<file path="src/rtl/hasm_pkg.sv">
// Package for the hierarchical activity skip map.
// Field widths, command codes and the controller/datapath interface structs.
// No dependencies.
package hasm_pkg;

  // Fixed field widths
  localparam int COORD_W = 8;
  localparam int TICK_W  = 31;
  localparam int SKIP_W  = 8;

  // Input command codes
  localparam logic CMD_MARK  = 1'b0;
  localparam logic CMD_QUERY = 1'b1;

  // Controller to datapath commands
  typedef struct packed {
    logic clr_en;   // write zero at the sweep address in every bank
    logic mark;     // mark transaction accepted this cycle
    logic query;    // query transaction accepted this cycle: read banks, latch fields
    logic load;     // stamps are on the read ports: register the skip distance
  } hasm_cmd_t;

  // Datapath to controller status
  typedef struct packed {
    logic clr_last; // sweep address is at the last entry
  } hasm_sts_t;

endpackage

</file>
<file path="src/rtl/hasm_ctrl.sv">
// Controller of the skip map: reset clearing sweep, transaction accept, result strobe.
// Depends on hasm_pkg.
module hasm_ctrl
  import hasm_pkg::*;
(
  input  logic      clk,
  input  logic      rst_n,
  input  logic      start,
  input  logic      in_command,
  input  hasm_sts_t sts,
  output hasm_cmd_t cmd,
  output logic      busy,
  output logic      out_strobe
);

  localparam logic [1:0] ST_CLR  = 2'd0;
  localparam logic [1:0] ST_IDLE = 2'd1;
  localparam logic [1:0] ST_READ = 2'd2;

  logic [1:0] state_r, state_nxt;
  logic       strobe_r, strobe_nxt;
  logic       accept;

  assign busy   = (state_r != ST_IDLE);
  assign accept = start && !busy;

  // Datapath commands
  always_comb begin
    cmd.clr_en = (state_r == ST_CLR);
    cmd.mark   = accept && (in_command == CMD_MARK);
    cmd.query  = accept && (in_command == CMD_QUERY);
    cmd.load   = (state_r == ST_READ);
  end

  // Next state
  always_comb begin
    state_nxt  = state_r;
    strobe_nxt = 1'b0;
    case (state_r)
      ST_CLR: begin
        if (sts.clr_last) state_nxt = ST_IDLE;
      end
      ST_IDLE: begin
        if (cmd.query) state_nxt = ST_READ;
      end
      ST_READ: begin
        strobe_nxt = 1'b1;
        state_nxt  = ST_IDLE;
      end
      default: state_nxt = ST_CLR;
    endcase
  end

  always_ff @(posedge clk) begin
    if (!rst_n) begin
      state_r  <= ST_CLR;
      strobe_r <= 1'b0;
    end else begin
      state_r  <= state_nxt;
      strobe_r <= strobe_nxt;
    end
  end

  assign out_strobe = strobe_r;

endmodule

</file>
<file path="config.mk">
export PLATFORM = sky130hd
export DESIGN_NAME = hasm_ctrl
export DESIGN_NICKNAME = d
export VERILOG_FILES = /design/src/rtl/hasm_pkg.sv /design/src/rtl/hasm_ctrl.sv
export SDC_FILE = /design/constraint.sdc
export NUM_CORES = 1
export LEC_CHECK = 0
export ABC_AREA = 1
export BUFFER_PORTS_ARGS = -buffer_cell sky130_fd_sc_hd__buf_2
export CAP_MARGIN = 20
export CORE_AREA = 2 2 39 41
export CTS_CLUSTER_SIZE = 14
export DETAILED_ROUTE_END_ITERATION = 16
export DIE_AREA = 0 0 41 43
export GPL_TIMING_DRIVEN = 1
export PLACE_DENSITY = 0.3
export SLEW_MARGIN = 20
export SYNTH_ARGS = -nofsm -noshare
export SYNTH_HDL_FRONTEND = slang
export SYNTH_SLANG_ARGS = --single-unit
</file>
<file path="constraint.sdc">
create_clock -name clk -period 1 [get_ports clk]
set_input_delay 0.1 -clock clk [delete_from_list [all_inputs] [get_ports clk]]
set_output_delay 0.1 -clock clk [all_outputs]
set_load 0.02 [all_outputs]
</file>
# Yosys cells after proc, flatten, opt, wreduce, memory -nomap -nowiden
# Cells that the tools add are included.
# W data, S select, Z words.
[totals]
regBits = 3
in_bits = 5
output_inout_bits = 6
wordCells = 18
[classes]
n_eq_ne = 5
mux = 4
n_bitwise = 1
reduce_logical = 6
[op_table]
columns = ["op", "n"]
rows = [
  ["$pmux W2 S3", 1],
  ["$mux W2", 2],
  ["$ne A2 B2 Y1 const B", 2],
  ["$logic_and A1 B1 Y1", 3],
  ["$eq A2 B1 Y1 const B", 1],
  ["$eq A2 B2 Y1 const B", 1],
  ["$logic_not A2 Y1", 1],
  ["$ne A2 B1 Y1 const B", 1],
  ["$reduce_and A2 Y1", 1],
  ["$logic_not A1 Y1", 1],
  ["$mux W1", 1],
  ["$not A1 Y1", 1],
]

# Longest topological paths before layout
# Gate-level depths: netlist of run 1.
[logic_depth]
ltp_word = 6
depth_mapped = 4
depth_no_buf = 4

# Worst setup path after synthesis of run 1
# No wires, ideal clock.
[synth_path]
kind = "register to output"
from = "register state_r[0]"
to = "output port cmd[1] in the netlist's numbering"
t_arrival_ns = 0.885
required_ns = 0.900
path_slack_ns = 0.015
path_stages_with_launch = 5
n_path_buf = 0
path_cell_list = "dfxtp_1 -> inv_2 -> nor2_2 -> nand2_1 -> nor2_1"
[synth_rtl]
columns = ["item", "line_no", "text"]
rows = [
  ["from (decl)", "hasm_ctrl.sv:20", "logic [1:0] state_r, state_nxt;"],
  ["from (signal assigned)", "hasm_ctrl.sv:59", "state_r <= state_nxt;"],
  ["to (decl)", "hasm_ctrl.sv:11", "output hasm_cmd_t cmd,"],
]

==> results of run 1 <==
## cell usage after synthesis
master	count	area, um^2
nor2_2	1	6.260
dfxtp_1	3	60.06
o21ai_1	1	5.000
inv_2	1	3.750
buf_4	1	7.510
nand2_1	1	3.750
a21oi_1	1	5.000
o21ai_0	1	5.000
nor3_1	1	5.000
nor3_2	1	10.01
inv_1	5	18.77
nor2_1	4	15.01
## state kept, by name, summed over array words and instances (netlist names)
name,cells
out_strobe,1
state_r,2
## metrics by stage
step / hold WS [ps] / std cells / power [uW] / util (%) / TNS, ps
6_report: 146.9 / 53 / 426.0 / 21.34 / -322.2
5_1_grt: 168.8 / 53 / 452.3 / 21.34 / -585.3
4_1_cts: 137.9 / 53 / 436.9 / 19.98 / -365.0
3_5_place_dp: 383.2 / 48 / 202.4 / 16.09 / 0
3_3_place_gp: 377.1 / 48 / 201.1 / 16.09 / 0
2_1_floorplan: 268.7 / 21 / 170.0 / - / 0
## cell usage in the layout, fill, tap and decap left out
cell,synthesis,final
inv_2,1,1
nor3_1,1,1
nand2_2,0,1
buf_4,1,6
a21oi_1,1,1
buf_6,0,1
nor2_1,4,1
clkbuf_1,0,1
dfxtp_4,0,1
nor2_2,1,2
inv_1,5,5
nor2_4,0,2
buf_2,0,6
nor3_2,1,1
o21ai_0,1,1
dfxtp_2,0,1
o21ai_1,1,1
dfxtp_1,3,1
clkbuf_4,0,3
## path summary, 6_finish.rpt
kind | from | endpoint | cells after the start
worst max-delay path | state_r[1] | cmd[2] | 4
worst max register to register | state_r[1] | state_r[1] | 4
worst min register to register | state_r[0] | state_r[0] | 3
worst min-delay path | rst_n | state_r[0] | 3
## critical path, stage by stage (launching register included)
cell	delay, ps
dfxtp_4	350
nor2_4	120
nand2_2	80
nor2_2	80
buf_4	140
## per-layer routing
layer	wire, um	up-vias
met5	0	-
met4	0	0
met3	48	0
met2	157	12
met1	178	74
li1	-	95
## cell type report
class	count	area [um^2]
inverter	6	22.52
tap	16	20.02
timing repair buffer	13	86.33
fill	165	1089
multi-input combinational	11	75.07
clock buffer	4	26.28
sequential	3	65.06
## power by group through the flow
stage / sequential (uW) / combinational [uW] / clock, uW
after floorplan: 132 / 38.2 / 0
after global placement: 130 / 71.1 / 0
after detailed placement: 130 / 72.1 / 0
after CTS: 130 / 84.0 / 223
after global routing: 128 / 98.0 / 226
final: 127 / 89.2 / 209
## repair_timing
item | 4_1_cts | 5_1_grt
gates resized for setup | 8 | 6
pin swaps | 1 | 1
endpoints found under the setup margin | 5 | 5
buffers inserted | 1 | 0
hold buffers | 0 | 0
## kinds of logic after synthesis
group,Yosys count,share of synthesized area (%)
AO/OA/AOI/OAI,3,10.33
AND/OR/NAND/NOR,8,27.58
buffers and inverters,7,20.69
flip-flops,3,41.38
==> results.sh, run 1 <==
export IMPL_end_kind="output port"
export IMPL_slew_headroom_pct=90.64
export IMPL_rows=14
export IMPL_antenna_found_initial=0
export IMPL_portBuffers=10
export IMPL_first_global_vias=147
export IMPL_dpl_worst_slack_ps=51.43
export IMPL_core_mm2=0.001384
export IMPL_fin_area_um2=295.3
export IMPL_violations="setup timing"
export IMPL_cts_root_buffer="clkbuf_4"
export IMPL_critPathMaxFanout=4
export IMPL_numClockSinks=3
export IMPL_use_met3_pct=3.141
export IMPL_vias_per_cell=3.415
export IMPL_fin_crit_ps=1105
export IMPL_power_frac_comb_pct=20.9
export IMPL_numCtsBuffers=3
export IMPL_drive_gt1_share_pct=67.57
export IMPL_syn_inst=21
export IMPL_routed_wl_um=384
export IMPL_start_util_pct=10.49
export IMPL_clockBufferDepth=2
export IMPL_clkLatencyLatePin_ps=230
export IMPL_finalSetupViolCount=4
export IMPL_tightest_slew_ps=139.0
export IMPL_remaining_drc_errors=0
export IMPL_hpwl_um=288.2
export IMPL_fin_nets=43
export IMPL_place_area_um2=222.7
export IMPL_sw_frac_of_total_pct=26.48
export IMPL_vdd_drop_max_mv=0.3054
export IMPL_cts_tree="done"
export IMPL_ys_seq_area_share_pct=41.38
export IMPL_p_leak_uw=0.0001422
export IMPL_min_path_type="primary input to register"
export IMPL_grt_usage_pct=5.528
export IMPL_final_max_slew_viol_count=0
export IMPL_synth_nets=26
export IMPL_rsz0062_at_grt="yes"
export IMPL_p_sw_uw=112.8
export IMPL_synth_cell_types=12
export IMPL_antenna_cells=0
export IMPL_max_freq_mhz=905.2
export IMPL_powerDensity_mw_per_mm2=1443
export IMPL_overflow=0
export IMPL_drt_iter0_markers=3
export IMPL_path_class="register to output port"
export IMPL_fin_ws_ps=-104.7
export IMPL_area_delta_synth_final_pct=103.4
export IMPL_dr_total_vias=181
export IMPL_grt_max_degree=5
export IMPL_p_seq_share_pct=29.9
export IMPL_top_usage_layer="met4"
export IMPL_ys_seq_elements=3
export IMPL_dieHeight_um=43
export IMPL_place_congestion=0.6459
export IMPL_hold_violations=0
export IMPL_fp_dieArea_mm2=0.001763
export IMPL_outcome="finished with violations"
export IMPL_first_pass_iters=2
export IMPL_worstPathArrival_ps=1000
export IMPL_gr_usage_met2_pct=5.625
export IMPL_wire_per_inst_um=7.245
export IMPL_die_x_um=41
export IMPL_ant_nets=0
export IMPL_drv_cap=0
export IMPL_synthesis_area_um2=145.1
export IMPL_worstSetupStartpointType="register"
export IMPL_grt_pass1_wl_um=565
export IMPL_path_clk_slew_ps=40
export IMPL_grt_use_met1_pct=6.129
export IMPL_reg2reg_slack_ps=150
export IMPL_skew_ps=0.05984
export IMPL_yosysWarnings=0
export IMPL_internal_power_uw=313.2
export IMPL_post_route_period_util_pct=110.5
export IMPL_h_tree_depth=1
export IMPL_pwr_share_clk_pct=49.2
export IMPL_cp_data_required_time_ps=900
export IMPL_syn_avg_cell_area_um2=6.911
export IMPL_ios=11
(Power assumes the default switching activity.)
==> run 2, diff against run 1 <==
- ABC_AREA: 1 -> default
==> results.sh, run 2 <==
export IMPL_grt_usage_pct=6.613
export IMPL_numClockSinks=3
export IMPL_reg2reg_slack_ps=150
export IMPL_ios=11
export IMPL_synth_edff_count=0
export IMPL_fin_total_pwr_uw=427.0
export IMPL_p_leak_uw=0.0001425
export IMPL_tightest_slew_ps=205.5
export IMPL_synth_area_leaders="dfxtp_1 39%, nand2b_4 8.9%, nor3b_2 8.1%"
export IMPL_overflow=0
export IMPL_clkLatencyLatePin_ps=230
export IMPL_remaining_drc_errors=0
export IMPL_core_mm2=0.001384
export IMPL_synth_nets=21
export IMPL_dp_cells=42
export IMPL_antenna_found_initial=0
export IMPL_post_route_util_pct=22.15
export IMPL_grt_max_degree=6
export IMPL_synthMuxAreaShare_pct=0
export IMPL_syn_avg_cell_area_um2=9.619
export IMPL_fin_nets=38
export IMPL_dpl_worst_slack_ps=53.11
export IMPL_final_cell_mix="6 x buf_2, 4 x buf_4, 3 x clkbuf_4, 3 x buf_6"
export IMPL_final_max_slew_viol_count=0
export IMPL_path_class="register to output port"
export IMPL_dr_total_vias=164
export IMPL_fin_ws_ps=-117.8
export IMPL_layoutNonFillerInstCount=48
export IMPL_post_route_period_util_pct=111.8
export IMPL_worstSetupStartpointType="register"
export IMPL_grt_pass1_wl_um=696
export IMPL_end_kind="output port"
export IMPL_worstPathArrival_ps=1020
export IMPL_violations="setup timing"
export IMPL_ys_flop_type="dfxtp_1"
export IMPL_synthesis_area_um2=153.9
export IMPL_vias_per_cell=3.417
export IMPL_rows=14
export IMPL_r2r_end="state_r[0]"
export IMPL_fin_crit_ps=1118
export IMPL_ys_top_cells_by_count="3 x dfxtp_1, 2 x nor2_1"
export IMPL_synth_cell_types=13
export IMPL_synth_async_reset_ratio_pct=0
export IMPL_syn_inst=16
export IMPL_ant_nets=0
export IMPL_ys_seq_elements=3
export IMPL_hold_violations=0
export IMPL_crit_start="state_r[1]"
export IMPL_first_pass_iters=2
export IMPL_area_delta_synth_final_pct=99.19
export IMPL_r2r_start="state_r[1]"
export IMPL_synth_xor_area_share_pct=0
export IMPL_r2r_cells=3
export IMPL_outcome="finished with violations"
export IMPL_clockBufferDepth=2
export IMPL_ys_seq_area_share_pct=39.02
export IMPL_routed_wl_um=380
export IMPL_yosysMostFrequentCell="dfxtp_1"
export IMPL_synthSimpleGateAreaFrac_pct=40.65
export IMPL_h_tree_depth=1
export IMPL_drt_iter0_markers=1
export IMPL_yosysWarnings=0
export IMPL_place_congestion=0.6274
export IMPL_antenna_cells=0
export IMPL_drive_gt1_share_pct=75.00
export IMPL_portBuffers=10
export IMPL_cts_root_buffer="clkbuf_4"
export IMPL_vdd_drop_max_mv=0.3564
export IMPL_synth_top_cell_by_area="dfxtp_1"
export IMPL_critPathMaxFanout=4
export IMPL_drv_cap=0
export IMPL_cts_tree="done"
export IMPL_powerDensity_mw_per_mm2=1393
export IMPL_largest_reg_flops=2
export IMPL_cts_hold_buf=0
export IMPL_synth_top_family_by_area="simple AND/OR/NAND/NOR gates"
export IMPL_dieHeight_um=43
export IMPL_hpwl_um=298.6
export IMPL_finalSetupViolCount=3
export IMPL_rsz0062_at_grt="yes"
export IMPL_slew_headroom_pct=86.18
export IMPL_yosysTopAreaCellShare_pct=39.02
export IMPL_first_global_vias=186
export IMPL_cp_endpoint="cmd[2]"
export IMPL_top_register="state_r"
export IMPL_skew_ps=1.724
export IMPL_synthAdderAreaFrac_pct=0
export IMPL_max_freq_mhz=894.6
export IMPL_numCtsBuffers=3
export IMPL_die_x_um=41
export IMPL_wire_per_inst_um=7.917
export IMPL_final_common_cell="buf_2"
export IMPL_synth_compound_gate_area_share_pct=13.01
export IMPL_start_util_pct=11.12
export IMPL_cp_data_required_time_ps=900
export IMPL_path_clk_slew_ps=40
export IMPL_min_path_type="primary input to register"
export IMPL_fp_dieArea_mm2=0.001763
export IMPL_n_fill_cell=162
[run 2: area by class of cell]
cell class	count	area, um^2	area share (%)
timing repair buffer	13	93.84	30.61
clock buffer	4	26.28	8.571
inverter	1	3.754	1.224
sequential	3	65.06	21.22
multi-input combinational	11	97.59	31.84
tap	16	20.02	6.531
[run 2: critical path, cell delays in order (launching register included)]
cell,delay (ps)
dfxtp_2,320
nand2b_4,160
nor3b_2,160
buf_4,160
[run 2: power by group]
group | internal [uW] | total [uW] | switching, uW | leakage, uW
clock | 149 | 210 | 60.3 | 0.0000150
sequential | 125 | 134 | 8.87 | 0.0000256
combinational | 42.0 | 83.0 | 41.0 | 0.000102
total | 317 | 427 | 110 | 0.000143
[run 2: worst min path at each step]
stage | startpoint | endpoint | slack [ps] | cells past startpoint
after global placement | rst_n | out_strobe | 350 | 2
final | rst_n | out_strobe | 110 | 2
after CTS | rst_n | out_strobe | 110 | 2
after detailed placement | rst_n | out_strobe | 350 | 2
after floorplan | rst_n | out_strobe | 220 | 1
after global routing | rst_n | out_strobe | 140 | 2
[run 2: per-layer routing]
metal / GRT usage, % / routed length (um) / vias up
met5: 0 / 0 / -
li1: - / - / 84
met1: 5.112 / 146 / 78
met2: 9.063 / 228 / 2
met3: 4.712 / 5 / 0
met4: 8.000 / 0 / 0
[run 2: timing repair]
| item | in CTS | in global routing |
|---|---|---|
| gates resized for setup | 10 | 4 |
| cloned | 0 | 0 |
| buffers inserted | 2 | 0 |
| setup endpoints to repair | 5 | 5 |
| pin swaps | 1 | 1 |
[run 2: logic make-up (layout without fill, tap and decap cells)]
group	Yosys count	after routing
AND/OR/NAND/NOR	8	8
AO/OA/AOI/OAI	3	3
flip-flops	3	3
buffers and inverters	2	18
[run 2: through the flow]
step                      area (um^2)  hold WS [ps]  setup TNS (ps)
after floorplan                 153.9         221.7               0
after global placement          224.0         352.2               0
after detailed placement        224.0         346.5               0
after CTS                       292.8         111.2          -207.8
after global routing            306.5         138.9          -364.3
final                           306.5         108.7          -165.4
==> run 3, diff against run 2 <==
--- a/config.mk
+++ b/config.mk
@@ -14,4 +14,6 @@
 export GPL_TIMING_DRIVEN = 1
 export PLACE_DENSITY = 0.3
+export REMOVE_ABC_BUFFERS = 1
+export SETUP_SLACK_MARGIN = 0.15
 export SLEW_MARGIN = 20
 export SYNTH_ARGS = -nofsm -noshare
==> constraint.sdc (replaced) <==
create_clock -name clk -period 1 [get_ports clk]
set_input_delay 0.05 -clock clk [delete_from_list [all_inputs] [get_ports clk]]
set_output_delay 0.05 -clock clk [all_outputs]
set_load 0.02 [all_outputs]
==> results.sh, run 3 (synthesis results as in run 2) <==
export IMPL_outcome="finished with violations"
export IMPL_violations="setup timing"
export IMPL_first_global_vias=175
export IMPL_ant_nets=0
export IMPL_finalSetupViolCount=4
export IMPL_hpwl_um=269
export IMPL_layoutNonFillerInstCount=50
export IMPL_p_leak_uw=0.0001562
export IMPL_fin_ws_ps=-88.95
export IMPL_numCtsBuffers=3
export IMPL_end_kind="output port"
export IMPL_hold_depth=3
export IMPL_grt_pass1_wl_um=738
export IMPL_portBuffers=10
export IMPL_slowest_delay_ps=320
export IMPL_drive_gt1_share_pct=76.47
export IMPL_largest_reg_flops=2
export IMPL_powerDensity_mw_per_mm2=1378
export IMPL_top_register="state_r"
export IMPL_critPathMaxFanout=4
export IMPL_remaining_drc_errors=0
export IMPL_drt_iter0_markers=2
export IMPL_wire_per_inst_um=8.520
export IMPL_n_fill_cell=151
export IMPL_grt_max_degree=6
export IMPL_cp_slowest_cell="dfxtp_2"
export IMPL_grt_usage_pct=7.121
export IMPL_vias_per_cell=3.460
export IMPL_fin_nets=40
export IMPL_cts_root_buffer="clkbuf_4"
export IMPL_fin_crit_ps=1089
export IMPL_rows=14
export IMPL_worstHoldStart="rst_n"
export IMPL_routed_wl_um=426
export IMPL_dieHeight_um=43
export IMPL_final_cell_mix="5 x buf_2, 5 x buf_6, 5 x buf_4"
export IMPL_numClockSinks=3
export IMPL_clockBufferDepth=2
export IMPL_cp_data_required_time_ps=950
export IMPL_first_pass_iters=4
export IMPL_rsz0062_at_grt="yes"
export IMPL_min_path_type="primary input to register"
export IMPL_core_mm2=0.001384
export IMPL_area_delta_synth_final_pct=115.4
export IMPL_vdd_drop_max_mv=0.3864
export IMPL_r2r_end="state_r[0]"
export IMPL_worstPathArrival_ps=1040
export IMPL_die_x_um=41
export IMPL_antenna_found_initial=0
export IMPL_reg2reg_slack_ps=50
export IMPL_final_max_slew_viol_count=0
export IMPL_skew_ps=4.451
export IMPL_hold_path_end="state_r[1]"
export IMPL_antenna_cells=0
export IMPL_cp_top_family="flip-flops"
export IMPL_slew_headroom_pct=87.16
export IMPL_drv_cap=0
export IMPL_cts_tree="done"
export IMPL_max_freq_mhz=918.3
export IMPL_path_class="register to output port"
export IMPL_cts_hold_buf=0
export IMPL_path_clk_slew_ps=40
export IMPL_fp_dieArea_mm2=0.001763
export IMPL_overflow=0
export IMPL_place_congestion=0.6733
export IMPL_clkLatencyLatePin_ps=240
export IMPL_crit_path_cell_trace="nand2b_4 -> buf_4 -> nor2_4 -> buf_6"
export IMPL_r2r_start="state_r[1]"
export IMPL_dp_cells=41
export IMPL_ios=11
export IMPL_critPathBufInv=2
export IMPL_tightest_slew_ps=190.9
export IMPL_r2r_cells=4
export IMPL_hold_violations=0
export IMPL_dr_total_vias=173
export IMPL_h_tree_depth=1
export IMPL_post_route_util_pct=23.96
export IMPL_start_util_pct=11.12
export IMPL_post_route_period_util_pct=108.9
export IMPL_worstSetupStartpointType="register"
## run 3: metal layers
layer	wire, um	vias to the layer above	track usage [%]
met5	0	-	0
met4	19	0	10.00
met3	16	2	3.141
met2	262	6	8.750
met1	128	78	7.051
li1	-	87	-
## run 3: timing repair
item / in CTS / in global routing
endpoints found under the setup margin: 5 / 7
setup buffers: 2 / 3
endpoints found under the hold margin: 0 / 0
pin swaps: 0 / 1
resized for setup: 8 / 9
gates cloned: 0 / 0
## run 3: layout make-up
cell class / count / area [um^2] / share of cell area (%)
tap: 16 / 20.02 / 6.038
multi-input combinational: 11 / 97.59 / 29.43
timing repair buffer: 15 / 118.9 / 35.85
sequential: 3 / 65.06 / 19.62
inverter: 1 / 3.754 / 1.132
clock buffer: 4 / 26.28 / 7.925
## run 3: worst max-delay path by stage
stage	start	end	slack (ps)	depth (start not counted)
after floorplan	state_r[0]	cmd[2]	80	2
after global placement	state_r[0]	cmd[2]	100	3
after detailed placement	state_r[0]	cmd[2]	100	3
after CTS	state_r[1]	cmd[2]	-60	3
after global routing	state_r[1]	cmd[1]	-130	4
final	state_r[1]	cmd[1]	-90	4
## run 3: worst min-delay path, delay by kind of cell
kind / cells / cell delay, ps
AND/OR/NAND/NOR: 1 / 40
buffers and inverters: 2 / 170
## run 3: where the power goes
group          switching, uW  leakage [uW]  internal [uW]
Clock                   71.7     0.0000150            150
Combinational           44.7      0.000116           55.7
Sequential              9.22     0.0000256            125
Total                    126      0.000156            331
## run 3: through the flow
stage	setup slack, ps	setup TNS [ps]	hold WS (ps)	cell area, um^2	total power, uW
after floorplan	75.12	0	151.1	146.4	170.7
after global placement	101.9	0	290.7	216.5	195.2
after detailed placement	100.1	0	296.7	216.5	195.3
after CTS	-61.79	-83.66	52.85	276.5	429.3
after global routing	-126.8	-379.8	49.68	331.6	494.6
final	-88.95	-185.5	56.13	331.6	456.7
